[src/hdl/assert_macros.svh]
// Assertion macros shared by the accel trend classifier RTL.
// Simulation gets concurrent assertions; synthesis sees empty bodies.
`ifndef ASSERT_MACROS_SVH
`define ASSERT_MACROS_SVH
`ifndef SYNTHESIS
// Property must hold at every clock edge outside reset.
`define ASSERT_PROP(lbl, clk, rst_n, prop, msg) \
    lbl: assert property (@(posedge clk) disable iff (!rst_n) (prop)) \
        else $error(msg);
// Expression must never be true outside reset.
`define ASSERT_NEVER(lbl, clk, rst_n, expr, msg) \
    lbl: assert property (@(posedge clk) disable iff (!rst_n) !(expr)) \
        else $error(msg);
`else
`define ASSERT_PROP(lbl, clk, rst_n, prop, msg)
`define ASSERT_NEVER(lbl, clk, rst_n, expr, msg)
`endif
`endif

[src/hdl/atc_pkg.sv]
// Package for the accel trend classifier: widths, defaults, codes and types.
// No dependencies; used by the front, back and top modules.
package atc_pkg;

    // Field widths
    localparam int SAMPLE_W    = 13;
    localparam int THR_W       = 13;
    localparam int LIMIT_W     = 24;
    localparam int CORR_W      = 14;
    localparam int CLASS_W     = 2;

    // Port widths
    localparam int CFG_INDEX_W = 1;
    localparam int CFG_DATA_W  = 24;
    localparam int S_TDATA_W   = 16;
    localparam int M_TDATA_W   = 24;

    // Parameter defaults
    localparam int FILTER_TAPS_DEF = 10;
    localparam int BIAS_WINDOW_DEF = 50;
    localparam int QUEUE_DEPTH_DEF = 4;

    // Register reset values
    localparam logic [THR_W-1:0]   THR_RESET   = 13'd25;
    localparam logic [LIMIT_W-1:0] LIMIT_RESET = 24'd300;

    // Register indexes
    localparam logic [CFG_INDEX_W-1:0] CFG_ACCEL_THRESHOLD = 1'd0;
    localparam logic [CFG_INDEX_W-1:0] CFG_STILL_LIMIT     = 1'd1;

    // Speed class codes
    localparam logic [CLASS_W-1:0] CLASS_NORMAL = 2'd0;
    localparam logic [CLASS_W-1:0] CLASS_UP     = 2'd1;
    localparam logic [CLASS_W-1:0] CLASS_DOWN   = 2'd2;

    typedef struct packed {
        logic [THR_W-1:0]   accel_threshold;
        logic [LIMIT_W-1:0] variance_limit;
    } cfg_t;

    // Result item, speed_class in the lowest bits
    typedef struct packed {
        logic signed [CORR_W-1:0] corrected_accel;
        logic                     class_changed;
        logic [CLASS_W-1:0]       speed_class;
    } result_t;

endpackage

[src/hdl/atc_ram.sv]
// Generic simple dual-port RAM: one write port, one read port, registered read.
// No dependencies.
module atc_ram #(
    parameter int WIDTH = 13,
    parameter int DEPTH = 50
) (
    input  logic                     clk,
    input  logic                     we,
    input  logic [$clog2(DEPTH)-1:0] waddr,
    input  logic [WIDTH-1:0]         wdata,
    input  logic [$clog2(DEPTH)-1:0] raddr,
    output logic [WIDTH-1:0]         rdata
);

    logic [WIDTH-1:0] mem [DEPTH];

    // Write port and registered read port
    always_ff @(posedge clk)
    begin
        if (we)
        begin
            mem[waddr] <= wdata;
        end
        rdata <= mem[raddr];
    end

endmodule

[src/hdl/atc_div.sv]
// Divider by a constant: reciprocal multiplication on the magnitude,
// truncating toward zero for signed dividends. Uses no package.
module atc_div #(
    parameter int DW      = 17,
    parameter int DIVISOR = 8
) (
    input  logic                 clk,
    input  logic                 rst_n,
    input  logic                 start,
    input  logic signed [DW-1:0] dividend,
    output logic                 busy,
    output logic                 done,
    output logic signed [DW-1:0] quotient
);

    // floor(m * RECIP / 2^SHIFT) equals floor(m / DIVISOR) for every m below 2^DW
    localparam int              LOG_D   = $clog2(DIVISOR);
    localparam int              SHIFT   = DW + LOG_D;
    localparam int              RW      = DW + 1;
    localparam int              PW      = SHIFT + DW;
    localparam longint unsigned RECIP_L = ((64'd1 << SHIFT) + 64'(DIVISOR) - 64'd1)
                                          / 64'(DIVISOR);
    localparam logic [RW-1:0]   RECIP   = RW'(RECIP_L);

    logic [DW-1:0] mag_reg, mag_next;
    logic [DW-1:0] q_reg, q_next;
    logic          neg_reg, neg_next;
    logic          busy_reg, busy_next;
    logic          done_reg, done_next;
    logic [PW-1:0] product;

    assign product = PW'(mag_reg) * PW'(RECIP);

    // Capture the magnitude on start, multiply in the following cycle
    always_comb
    begin
        mag_next  = mag_reg;
        q_next    = q_reg;
        neg_next  = neg_reg;
        busy_next = 1'b0;
        done_next = 1'b0;
        if (start)
        begin
            mag_next  = dividend[DW-1] ? $unsigned(-dividend) : $unsigned(dividend);
            neg_next  = dividend[DW-1];
            busy_next = 1'b1;
        end
        else if (busy_reg)
        begin
            q_next    = product[SHIFT +: DW];
            done_next = 1'b1;
        end
    end

    always_ff @(posedge clk or negedge rst_n)
    begin
        if (!rst_n)
        begin
            busy_reg <= 1'b0;
            done_reg <= 1'b0;
        end
        else
        begin
            busy_reg <= busy_next;
            done_reg <= done_next;
        end
    end

    always_ff @(posedge clk)
    begin
        mag_reg <= mag_next;
        q_reg   <= q_next;
        neg_reg <= neg_next;
    end

    assign busy     = busy_reg;
    assign done     = done_reg;
    assign quotient = $signed(neg_reg ? -q_reg : q_reg);

endmodule

[src/hdl/atc_queue.sv]
// Small FIFO of filtered samples between the front and back parts.
// Depends on assert_macros.svh.
`include "assert_macros.svh"

module atc_queue #(
    parameter int WIDTH = 13,
    parameter int DEPTH = 4
) (
    input  logic             clk,
    input  logic             rst_n,
    input  logic             in_valid,
    output logic             in_ready,
    input  logic [WIDTH-1:0] in_data,
    output logic             out_valid,
    input  logic             out_ready,
    output logic [WIDTH-1:0] out_data
);

    localparam int PW = $clog2(DEPTH);
    localparam int CW = $clog2(DEPTH + 1);

    logic [WIDTH-1:0] mem_reg [DEPTH];
    logic [PW-1:0]    wr_ptr_reg, wr_ptr_next;
    logic [PW-1:0]    rd_ptr_reg, rd_ptr_next;
    logic [CW-1:0]    count_reg, count_next;
    logic             push, pop;

    assign in_ready  = (count_reg != CW'(DEPTH));
    assign out_valid = (count_reg != '0);
    assign out_data  = mem_reg[rd_ptr_reg];
    assign push      = in_valid && in_ready;
    assign pop       = out_valid && out_ready;

    // Pointer and fill count update
    always_comb
    begin
        wr_ptr_next = wr_ptr_reg;
        rd_ptr_next = rd_ptr_reg;
        count_next  = count_reg;
        if (push)
        begin
            wr_ptr_next = (wr_ptr_reg == PW'(DEPTH - 1)) ? '0 : wr_ptr_reg + 1'b1;
        end
        if (pop)
        begin
            rd_ptr_next = (rd_ptr_reg == PW'(DEPTH - 1)) ? '0 : rd_ptr_reg + 1'b1;
        end
        if (push && !pop)
        begin
            count_next = count_reg + 1'b1;
        end
        else if (pop && !push)
        begin
            count_next = count_reg - 1'b1;
        end
    end

    always_ff @(posedge clk or negedge rst_n)
    begin
        if (!rst_n)
        begin
            wr_ptr_reg <= '0;
            rd_ptr_reg <= '0;
            count_reg  <= '0;
        end
        else
        begin
            wr_ptr_reg <= wr_ptr_next;
            rd_ptr_reg <= rd_ptr_next;
            count_reg  <= count_next;
        end
    end

    always_ff @(posedge clk)
    begin
        if (push)
        begin
            mem_reg[wr_ptr_reg] <= in_data;
        end
    end

    `ASSERT_PROP(a_count_bound, clk, rst_n, count_reg <= CW'(DEPTH), "queue count over depth")
    `ASSERT_PROP(a_count_track, clk, rst_n, (push && !pop) |=> (count_reg == $past(count_reg) + 1'b1), "queue count lost a push")

endmodule

[src/hdl/atc_front.sv]
// Front part: takes raw samples, keeps the tap ring and produces the
// trimmed mean. Depends on atc_pkg, atc_div and assert_macros.svh.
`include "assert_macros.svh"

module atc_front #(
    parameter int FILTER_TAPS = atc_pkg::FILTER_TAPS_DEF
) (
    input  logic                                clk,
    input  logic                                rst_n,
    input  logic                                s_valid,
    output logic                                s_ready,
    input  logic signed [atc_pkg::SAMPLE_W-1:0] s_sample,
    output logic                                f_valid,
    input  logic                                f_ready,
    output logic signed [atc_pkg::SAMPLE_W-1:0] f_value
);

    localparam int SW    = atc_pkg::SAMPLE_W;
    localparam int PW    = $clog2(FILTER_TAPS);
    localparam int SUM_W = SW + $clog2(FILTER_TAPS + 1);

    typedef enum logic [4:0] {
        F_IDLE = 5'b00001,
        F_SCAN = 5'b00010,
        F_TRIM = 5'b00100,
        F_DIV  = 5'b01000,
        F_PUSH = 5'b10000
    } fstate_t;

    fstate_t                  state_reg, state_next;
    logic signed [SW-1:0]     ring_reg [FILTER_TAPS];
    logic [PW-1:0]            pos_reg, pos_next;
    logic [PW-1:0]            idx_reg, idx_next;
    logic signed [SUM_W-1:0]  sum_reg, sum_next;
    logic signed [SW-1:0]     hi_reg, hi_next;
    logic signed [SW-1:0]     lo_reg, lo_next;
    logic signed [SW-1:0]     filt_reg, filt_next;
    logic signed [SW-1:0]     tap;
    logic                     div_start, div_busy, div_done;
    logic signed [SUM_W-1:0]  div_quot;
    logic signed [SUM_W-1:0]  trimmed_sum;
    logic                     accept;

    assign s_ready     = (state_reg == F_IDLE);
    assign accept      = s_valid && s_ready;
    assign f_valid     = (state_reg == F_PUSH);
    assign f_value     = filt_reg;
    assign tap         = ring_reg[idx_reg];
    assign trimmed_sum = sum_reg - SUM_W'(hi_reg) - SUM_W'(lo_reg);

    // Sequencer: store sample, scan taps, divide, hand over
    always_comb
    begin
        state_next = state_reg;
        pos_next   = pos_reg;
        idx_next   = idx_reg;
        sum_next   = sum_reg;
        hi_next    = hi_reg;
        lo_next    = lo_reg;
        filt_next  = filt_reg;
        div_start  = 1'b0;
        unique case (state_reg)
            F_IDLE:
            begin
                if (s_valid)
                begin
                    pos_next   = (pos_reg == PW'(FILTER_TAPS - 1)) ? '0 : pos_reg + 1'b1;
                    idx_next   = '0;
                    state_next = F_SCAN;
                end
            end
            F_SCAN:
            begin
                if (idx_reg == '0)
                begin
                    sum_next = SUM_W'(tap);
                    hi_next  = tap;
                    lo_next  = tap;
                end
                else
                begin
                    sum_next = sum_reg + SUM_W'(tap);
                    hi_next  = (tap > hi_reg) ? tap : hi_reg;
                    lo_next  = (tap < lo_reg) ? tap : lo_reg;
                end
                if (idx_reg == PW'(FILTER_TAPS - 1))
                begin
                    state_next = F_TRIM;
                end
                else
                begin
                    idx_next = idx_reg + 1'b1;
                end
            end
            F_TRIM:
            begin
                div_start  = 1'b1;
                state_next = F_DIV;
            end
            F_DIV:
            begin
                if (div_done)
                begin
                    filt_next  = div_quot[SW-1:0];
                    state_next = F_PUSH;
                end
            end
            F_PUSH:
            begin
                if (f_ready)
                begin
                    state_next = F_IDLE;
                end
            end
            default:
            begin
                state_next = F_IDLE;
            end
        endcase
    end

    always_ff @(posedge clk or negedge rst_n)
    begin
        if (!rst_n)
        begin
            state_reg <= F_IDLE;
            pos_reg   <= '0;
            for (int i = 0; i < FILTER_TAPS; i++)
            begin
                ring_reg[i] <= '0;
            end
        end
        else
        begin
            state_reg <= state_next;
            pos_reg   <= pos_next;
            if (accept)
            begin
                ring_reg[pos_reg] <= s_sample;
            end
        end
    end

    always_ff @(posedge clk)
    begin
        idx_reg  <= idx_next;
        sum_reg  <= sum_next;
        hi_reg   <= hi_next;
        lo_reg   <= lo_next;
        filt_reg <= filt_next;
    end

    // Division by the number of kept taps
    atc_div #(
        .DW      (SUM_W),
        .DIVISOR (FILTER_TAPS - 2)
    ) u_div (
        .clk      (clk),
        .rst_n    (rst_n),
        .start    (div_start),
        .dividend (trimmed_sum),
        .busy     (div_busy),
        .done     (div_done),
        .quotient (div_quot)
    );

    `ASSERT_PROP(a_pos_range, clk, rst_n, (PW + 1)'(pos_reg) < (PW + 1)'(FILTER_TAPS), "tap position out of range")
    `ASSERT_NEVER(a_div_overlap, clk, rst_n, div_start && div_busy, "trim divider restarted while busy")
    `ASSERT_PROP(a_done_in_div, clk, rst_n, div_done |-> (state_reg == F_DIV), "divider finished outside wait state")

endmodule

[src/hdl/atc_back.sv]
// Back part: fills the bias window, calibrates bias when the window is full and
// its variance is below the limit, classifies and holds the result. Depends on atc_pkg, atc_ram, atc_div.
`include "assert_macros.svh"

module atc_back #(
    parameter int BIAS_WINDOW = atc_pkg::BIAS_WINDOW_DEF
) (
    input  logic                                clk,
    input  logic                                rst_n,
    input  logic                                q_valid,
    output logic                                q_ready,
    input  logic signed [atc_pkg::SAMPLE_W-1:0] q_value,
    input  atc_pkg::cfg_t                       cfg,
    output logic                                m_valid,
    input  logic                                m_ready,
    output atc_pkg::result_t                    m_result
);

    localparam int SW     = atc_pkg::SAMPLE_W;
    localparam int CORR_W = atc_pkg::CORR_W;
    localparam int AW     = $clog2(BIAS_WINDOW);
    localparam int CNT_W  = $clog2(BIAS_WINDOW + 1);
    localparam int WSUM_W = SW + CNT_W;
    localparam int DIFF_W = SW + 1;
    localparam int SQ_W   = 2 * DIFF_W;
    localparam int ACC_W  = SQ_W + CNT_W;
    localparam int LIM_W  = atc_pkg::LIMIT_W + CNT_W;

    typedef enum logic [4:0] {
        B_IDLE  = 5'b00001,
        B_MEAN  = 5'b00010,
        B_VAR   = 5'b00100,
        B_CHECK = 5'b01000,
        B_EMIT  = 5'b10000
    } bstate_t;

    bstate_t                         state_reg, state_next;
    logic [AW-1:0]                   wpos_reg, wpos_next;
    logic signed [WSUM_W-1:0]        wsum_reg, wsum_next;
    logic signed [SW-1:0]            bias_reg, bias_next;
    logic [atc_pkg::CLASS_W-1:0]     last_class_reg, last_class_next;
    logic signed [SW-1:0]            f_reg, f_next;
    logic signed [SW-1:0]            mean_reg, mean_next;
    logic [CNT_W-1:0]                issue_reg, issue_next;
    logic                            v1_reg, v1_next;
    logic                            v2_reg, v2_next;
    logic [SQ_W-1:0]                 sq_reg, sq_next;
    logic [ACC_W-1:0]                acc_reg, acc_next;
    logic [LIM_W-1:0]                lim_scaled_reg;
    logic                            m_valid_reg, m_valid_next;
    atc_pkg::result_t                m_result_reg, m_result_next;

    logic                            pop, wrap, ram_we;
    logic [SW-1:0]                   ram_rdata;
    logic signed [DIFF_W-1:0]        diff;
    logic signed [SQ_W-1:0]          sq_full;
    logic signed [WSUM_W-1:0]        wsum_add;
    logic                            div_start, div_busy, div_done;
    logic signed [WSUM_W-1:0]        div_quot;
    logic signed [CORR_W-1:0]        corr;
    logic signed [CORR_W:0]          corr_ext, thr_pos, thr_neg;
    logic [atc_pkg::CLASS_W-1:0]     cls;
    logic                            slot_free;

    assign q_ready   = (state_reg == B_IDLE);
    assign pop       = q_valid && q_ready;
    assign wrap      = (wpos_reg == AW'(BIAS_WINDOW - 1));
    assign ram_we    = pop;
    assign wsum_add  = wsum_reg + WSUM_W'(q_value);
    assign div_start = pop && wrap;
    assign slot_free = !m_valid_reg || m_ready;

    // Deviation from the window mean, squared
    assign diff    = $signed({ram_rdata[SW-1], ram_rdata}) - $signed({mean_reg[SW-1], mean_reg});
    assign sq_full = diff * diff;

    // Bias-corrected value and its class
    assign corr     = CORR_W'(f_reg) - CORR_W'(bias_reg);
    assign corr_ext = (CORR_W + 1)'(corr);
    assign thr_pos  = $signed({2'b00, cfg.accel_threshold});
    assign thr_neg  = -thr_pos;

    always_comb
    begin
        if (corr_ext > thr_pos)
        begin
            cls = atc_pkg::CLASS_UP;
        end
        else if (corr_ext < thr_neg)
        begin
            cls = atc_pkg::CLASS_DOWN;
        end
        else
        begin
            cls = atc_pkg::CLASS_NORMAL;
        end
    end

    // Sequencer: store into window, calibrate on fill, emit result
    always_comb
    begin
        state_next      = state_reg;
        wpos_next       = wpos_reg;
        wsum_next       = wsum_reg;
        bias_next       = bias_reg;
        last_class_next = last_class_reg;
        f_next          = f_reg;
        mean_next       = mean_reg;
        issue_next      = issue_reg;
        v1_next         = 1'b0;
        v2_next         = 1'b0;
        sq_next         = sq_full;
        acc_next        = acc_reg;
        m_valid_next    = m_valid_reg && !m_ready;
        m_result_next   = m_result_reg;
        unique case (state_reg)
            B_IDLE:
            begin
                if (q_valid)
                begin
                    f_next = q_value;
                    if (wrap)
                    begin
                        wpos_next  = '0;
                        wsum_next  = '0;
                        state_next = B_MEAN;
                    end
                    else
                    begin
                        wpos_next  = wpos_reg + 1'b1;
                        wsum_next  = wsum_add;
                        state_next = B_EMIT;
                    end
                end
            end
            B_MEAN:
            begin
                if (div_done)
                begin
                    mean_next  = div_quot[SW-1:0];
                    issue_next = '0;
                    acc_next   = '0;
                    state_next = B_VAR;
                end
            end
            B_VAR:
            begin
                if (issue_reg != CNT_W'(BIAS_WINDOW))
                begin
                    issue_next = issue_reg + 1'b1;
                    v1_next    = 1'b1;
                end
                v2_next = v1_reg;
                if (v2_reg)
                begin
                    acc_next = acc_reg + ACC_W'(sq_reg);
                end
                if (issue_reg == CNT_W'(BIAS_WINDOW) && !v1_reg && !v2_reg)
                begin
                    state_next = B_CHECK;
                end
            end
            B_CHECK:
            begin
                if (acc_reg < ACC_W'(lim_scaled_reg))
                begin
                    bias_next = mean_reg;
                end
                state_next = B_EMIT;
            end
            B_EMIT:
            begin
                if (slot_free)
                begin
                    m_valid_next                  = 1'b1;
                    m_result_next.speed_class     = cls;
                    m_result_next.class_changed   = (cls != last_class_reg);
                    m_result_next.corrected_accel = corr;
                    last_class_next               = cls;
                    state_next                    = B_IDLE;
                end
            end
            default:
            begin
                state_next = B_IDLE;
            end
        endcase
    end

    always_ff @(posedge clk or negedge rst_n)
    begin
        if (!rst_n)
        begin
            state_reg      <= B_IDLE;
            wpos_reg       <= '0;
            wsum_reg       <= '0;
            bias_reg       <= '0;
            last_class_reg <= atc_pkg::CLASS_NORMAL;
            m_valid_reg    <= 1'b0;
            v1_reg         <= 1'b0;
            v2_reg         <= 1'b0;
            issue_reg      <= '0;
        end
        else
        begin
            state_reg      <= state_next;
            wpos_reg       <= wpos_next;
            wsum_reg       <= wsum_next;
            bias_reg       <= bias_next;
            last_class_reg <= last_class_next;
            m_valid_reg    <= m_valid_next;
            v1_reg         <= v1_next;
            v2_reg         <= v2_next;
            issue_reg      <= issue_next;
        end
    end

    // Datapath registers; the limit product is registered before the compare
    always_ff @(posedge clk)
    begin
        f_reg          <= f_next;
        mean_reg       <= mean_next;
        sq_reg         <= sq_next;
        acc_reg        <= acc_next;
        m_result_reg   <= m_result_next;
        lim_scaled_reg <= LIM_W'(cfg.variance_limit) * LIM_W'(BIAS_WINDOW);
    end

    atc_ram #(
        .WIDTH (SW),
        .DEPTH (BIAS_WINDOW)
    ) u_window (
        .clk   (clk),
        .we    (ram_we),
        .waddr (wpos_reg),
        .wdata (q_value),
        .raddr (issue_reg[AW-1:0]),
        .rdata (ram_rdata)
    );

    // Window mean, shared for every fill
    atc_div #(
        .DW      (WSUM_W),
        .DIVISOR (BIAS_WINDOW)
    ) u_div (
        .clk      (clk),
        .rst_n    (rst_n),
        .start    (div_start),
        .dividend (wsum_add),
        .busy     (div_busy),
        .done     (div_done),
        .quotient (div_quot)
    );

    assign m_valid  = m_valid_reg;
    assign m_result = m_result_reg;

    `ASSERT_PROP(a_wpos_range, clk, rst_n, CNT_W'(wpos_reg) < CNT_W'(BIAS_WINDOW), "window position out of range")
    `ASSERT_PROP(a_check_drained, clk, rst_n, (state_reg == B_CHECK) |-> (!v1_reg && !v2_reg && issue_reg == CNT_W'(BIAS_WINDOW)), "variance check before pass drained")
    `ASSERT_NEVER(a_div_overlap, clk, rst_n, div_start && div_busy, "mean divider restarted while busy")
    `ASSERT_PROP(a_bias_only_check, clk, rst_n, (bias_reg != $past(bias_reg)) |-> ($past(state_reg) == B_CHECK), "bias changed outside calibration")

endmodule

[src/hdl/accel_trend_classifier_top.sv]
// Top level of the accel trend classifier: ports, configuration registers,
// front/queue/back wiring. Depends on atc_pkg, atc_front, atc_queue, atc_back.
//
// Usage:
//   s_axis carries one raw z-axis sample per transfer (tdata[12:0], signed).
//   m_axis returns exactly one result per sample, in order.
//   cfg_* writes accel_threshold (index 0) or stillness_variance_limit
//   (index 1); cfg_ready is always high. Write only while the block is idle.
// Processing:
//   Per sample the front steps through accept, one scan step per ring tap for
//   sum/min/max, trim, the reciprocal-multiply divide and the hand over; it
//   takes a new sample only when back in idle. The back stores each sample
//   and emits its result; a sample that fills the window also runs the mean
//   and the variance pass. A queue of QUEUE_DEPTH samples absorbs that pass.
// Reset and stall:
//   rst_n clears the tap ring, positions, bias, last class and registers to
//   their defaults; the window RAM needs no clearing. When m_axis_tready is
//   low the result stays held, the back stops, the queue fills and then
//   s_axis_tready drops.
module accel_trend_classifier_top #(
    parameter int FILTER_TAPS = atc_pkg::FILTER_TAPS_DEF,
    parameter int BIAS_WINDOW = atc_pkg::BIAS_WINDOW_DEF,
    parameter int QUEUE_DEPTH = atc_pkg::QUEUE_DEPTH_DEF
) (
    input  logic                              clk,
    input  logic                              rst_n,
    // tdata: [12:0] accel_z, [15:13] zero
    input  logic                              s_axis_tvalid,
    output logic                              s_axis_tready,
    input  logic [atc_pkg::S_TDATA_W-1:0]     s_axis_tdata,
    // tdata: [1:0] speed_class, [2] class_changed, [16:3] corrected_accel,
    //        [23:17] zero
    output logic                              m_axis_tvalid,
    input  logic                              m_axis_tready,
    output logic [atc_pkg::M_TDATA_W-1:0]     m_axis_tdata,
    input  logic                              cfg_valid,
    output logic                              cfg_ready,
    input  logic [atc_pkg::CFG_INDEX_W-1:0]   cfg_index,
    input  logic [atc_pkg::CFG_DATA_W-1:0]    cfg_data
);

    localparam int SW      = atc_pkg::SAMPLE_W;
    localparam int RES_W   = $bits(atc_pkg::result_t);
    localparam int M_PAD_W = atc_pkg::M_TDATA_W - RES_W;

    atc_pkg::cfg_t              cfg_reg, cfg_next;
    logic                       f_valid, f_ready;
    logic signed [SW-1:0]       f_value;
    logic                       q_valid, q_ready;
    logic [SW-1:0]              q_data;
    atc_pkg::result_t           result;

    assign cfg_ready = 1'b1;

    // Configuration register writes
    always_comb
    begin
        cfg_next = cfg_reg;
        if (cfg_valid)
        begin
            unique case (cfg_index)
                atc_pkg::CFG_ACCEL_THRESHOLD:
                begin
                    cfg_next.accel_threshold = cfg_data[atc_pkg::THR_W-1:0];
                end
                atc_pkg::CFG_STILL_LIMIT:
                begin
                    cfg_next.variance_limit = cfg_data[atc_pkg::LIMIT_W-1:0];
                end
            endcase
        end
    end

    always_ff @(posedge clk or negedge rst_n)
    begin
        if (!rst_n)
        begin
            cfg_reg.accel_threshold <= atc_pkg::THR_RESET;
            cfg_reg.variance_limit  <= atc_pkg::LIMIT_RESET;
        end
        else
        begin
            cfg_reg <= cfg_next;
        end
    end

    atc_front #(
        .FILTER_TAPS (FILTER_TAPS)
    ) u_front (
        .clk      (clk),
        .rst_n    (rst_n),
        .s_valid  (s_axis_tvalid),
        .s_ready  (s_axis_tready),
        .s_sample (s_axis_tdata[SW-1:0]),
        .f_valid  (f_valid),
        .f_ready  (f_ready),
        .f_value  (f_value)
    );

    atc_queue #(
        .WIDTH (SW),
        .DEPTH (QUEUE_DEPTH)
    ) u_queue (
        .clk       (clk),
        .rst_n     (rst_n),
        .in_valid  (f_valid),
        .in_ready  (f_ready),
        .in_data   (f_value),
        .out_valid (q_valid),
        .out_ready (q_ready),
        .out_data  (q_data)
    );

    atc_back #(
        .BIAS_WINDOW (BIAS_WINDOW)
    ) u_back (
        .clk      (clk),
        .rst_n    (rst_n),
        .q_valid  (q_valid),
        .q_ready  (q_ready),
        .q_value  (q_data),
        .cfg      (cfg_reg),
        .m_valid  (m_axis_tvalid),
        .m_ready  (m_axis_tready),
        .m_result (result)
    );

    assign m_axis_tdata = {{M_PAD_W{1'b0}}, result};

endmodule
[config.mk]
export PLATFORM = sky130hd
export DESIGN_NAME = accel_trend_classifier_top
export DESIGN_NICKNAME = d
export VERILOG_FILES = /design/src/hdl/atc_pkg.sv /design/src/hdl/atc_ram.sv /design/src/hdl/atc_div.sv /design/src/hdl/atc_queue.sv /design/src/hdl/atc_front.sv /design/src/hdl/atc_back.sv /design/src/hdl/accel_trend_classifier_top.sv
export VERILOG_INCLUDE_DIRS = /design/src /design/src/hdl
export SDC_FILE = /design/constraint.sdc
export NUM_CORES = 2
export LEC_CHECK = 0
export ABC_CLOCK_PERIOD_IN_PS = 12100
export BUFFER_PORTS_ARGS = -buffer_cell sky130_fd_sc_hd__buf_2
export CELL_PAD_IN_SITES_DETAIL_PLACEMENT = 1
export CELL_PAD_IN_SITES_GLOBAL_PLACEMENT = 2
export CORE_MARGIN = 2
export CORE_UTILIZATION = 51
export CTS_CLUSTER_SIZE = 14
export DETAILED_ROUTE_END_ITERATION = 10
export PLACE_DENSITY_LB_ADDON = 0.08
export REMOVE_ABC_BUFFERS = 1
export SETUP_SLACK_MARGIN = 0.4
export SLEW_MARGIN = 30
export SYNTH_ARGS = -nofsm -noshare
export SYNTH_HDL_FRONTEND = slang
export SYNTH_SLANG_ARGS = --single-unit
export TNS_END_PERCENT = 10
[constraint.sdc]
create_clock -name clk -period 12.1 [get_ports clk]
set_input_delay 0.605 -clock clk [delete_from_list [all_inputs] [get_ports clk]]
set_output_delay 0.605 -clock clk [all_outputs]
set_load 0.05 [all_outputs]
==> out/qor.yml <==
status:
  status: "complete, no violations"
worst_setup_path:
  cp.arrival_ps: 9640
  crit_buf_inv: 3
  required_ps: 12780
  crit_fanout: 10
  cp_top_family: "adder cells"
  cp_common_cell: "fa_1"
  startpoint_type: "flop"
  slowest_stage: "a2111oi_0"
  crit_type: "flop to flop"
  ff2ff_setup_slack_ps: 3140
  critPathCaptureType: "flop"
  cp_slowest_stage_delay_ps: 670
routing:
  vias_per_cell: 5.695
  drt_iter0_markers: 2277
  via_count: 39730
  drtAntennaViolNets: 0
  finalWirelength_um: 167100
  post_drt_wl_per_cell_um: 23.95
  drt_drc_violations_left: 0
  drt_pass1_iterations: 5
yosys:
  yosysWarnings: 0
  ys.flop_type: "edfxtp_1"
  syn_inst: 4951
  seq_area_frac_synth: 0.5037
  ys_async_sr_fraction: 0.1993
  post_synth.cell_area_avg_um2: 13.80
  syn_area_um2: 68340
  ys_seq_elements: 1209
  synth-edff-count: 899
  netlist-cell-type-count: 91
final_layout:
  layout_common_cells: "899 x edfxtp_1, 641 x inv_1, 506 x ha_1, 338 x fa_1, 251 x nor2_1"
  layout_commonest_cell: "edfxtp_1"
  fillers: 12870
  drive_gt1_frac: 0.1650
  largest_reg_flops: 650
  nNetsFinal: 5987
  area_delta_synth_final_pct: 10.91
  fin_cells: 6977
floorplan:
  rows: 134
  die-height_um: 370.1
  fp.dieArea_um2: 136900
  pin_count: 73
  die_x_um: 370.1
  coreArea_um2: 133300
  initial_core_util: 0.5127
worst_hold_path:
  min_path_type: "input port to flop"
grt:
  grt_overflow: 0
  grt_pass1_vias: 43390
  grt_first_pass_wirelength_um: 260000
  antenna_found_initial: 8
  grt_max_degree: 118
  grt_usage: 0.2514
cts:
  ctsHoldBuffers: 1
  cts_buffers: 136
  cts_tree: "built"
  clk-insertion-delay-late_ps: 770
  cts_setup_buffers: 0
  numClockSinks: 1209
  path_clk_slew_ps: 60
  cts-root-buf: "clkbuf_16"
  htree_levels: 4
  clock_path_buffers: 3
  cts-resized-gates: 0
timing:
  setup_tns_ps: 0
  slew_violations: 0
  max_freq_mhz: 111.6
  tightest_slew_ps: 1055
  relSlewSlack: 0.2947
  min_period_ps: 8959
  rsz0062_at_grt: "false"
  period_share: 0.7404
  setup-violations-final: 0
  final.setup_skew_ps: 30.48
  hold_violations: 0
placement:
  gp_congestion: 0.8394
  io_buffers: 61
  place_hpwl_um: 118700
  dpl.cell_count: 6723
flow_run:
  drv_cap: 0
Yosys cell counts (45+ instances only):
| library cell | n | area (um^2) |
|---|---|---|
| a21o_1 | 85 | 638.1 |
| xor2_1 | 80 | 700.7 |
| inv_1 | 641 | 2406 |
| edfxtp_1 | 899 | 27000 |
| o21ai_0 | 140 | 700.7 |
| mux2i_1 | 45 | 450.4 |
| dfrtp_1 | 232 | 5806 |
| a21oi_1 | 135 | 675.7 |
| xnor2_1 | 144 | 1261 |
| mux2_2 | 170 | 1914 |
| nor2_1 | 275 | 1032 |
| nor3_1 | 48 | 240.2 |
| clkbuf_1 | 84 | 315.3 |
| fa_1 | 338 | 6766 |
| mux4_2 | 247 | 5563 |
| nand2_1 | 205 | 769.5 |
| dfxtp_1 | 69 | 1381 |
| buf_1 | 45 | 168.9 |
| ha_1 | 506 | 6331 |
worst paths after layout:
path                                           from                      to  cells past startpoint
max                              u_back.mean_reg[0]       u_back.sq_reg[27]                     28
min                                    cfg_data[22]             cfg_reg[22]                      2
max reg2reg                      u_back.mean_reg[0]       u_back.sq_reg[27]                     28
min reg2reg                u_front.u_div.mag_reg[4]  u_front.u_div.q_reg[1]                      0
max in group asynchronous                     rst_n              cfg_reg[5]                      5
min in group asynchronous                     rst_n   u_front.ring_reg[109]                      2
area by class of cell:
cell class | instances | area [um^2] | share of cell area
well taps | 1768 | 2212 | 0.02919
diodes | 2 | 5.005 | 0.00006603
flip-flops and latches | 1209 | 34430 | 0.4543
clock inverters | 75 | 830.8 | 0.01096
clock buffers | 173 | 3716 | 0.04903
multi-input cells | 2955 | 31100 | 0.4103
repair buffers | 147 | 1072 | 0.01415
inverters | 648 | 2432 | 0.03209
cells by family after synthesis:
kind of cell,count (synthesis),synth area share
XOR/XNOR,224,0.02871
AND/OR/NAND/NOR,806,0.05667
AO/OA/AOI/OAI,609,0.05873
flip-flops,1209,0.5037
buffers and inverters,795,0.04447
adder cells (fa/ha/maj),844,0.1917
multiplexers,462,0.1160
other,2,0.0001099
layer usage:
| layer | share of wire | GRT usage |
|---|---|---|
| met1 | 0.43 | 0.3340 |
| met2 | 0.51 | 0.4362 |
| met3 | 0.037 | 0.03278 |
| met4 | 0.023 | 0.06731 |
| met5 | 0.00032 | 0 |
stage by stage:
stage | setup slack, ps | util | hold slack, ps | area (um^2)
4_1_cts | 3267 | 0.5676 | 22.44 | 75650
6_report | 3141 | 0.5686 | 87.28 | 75800
3_3_place_gp | 3355 | 0.5327 | 401.0 | 71010
2_1_floorplan | 4058 | - | 309.4 | 67760
5_1_grt | 2481 | 0.5686 | 55.33 | 75790
3_5_place_dp | 3313 | 0.5334 | 406.3 | 71090
Power is left out: the tool's default activity adds up to more than one toggle a clock period on the data nets, which glitch-free logic cannot reach.
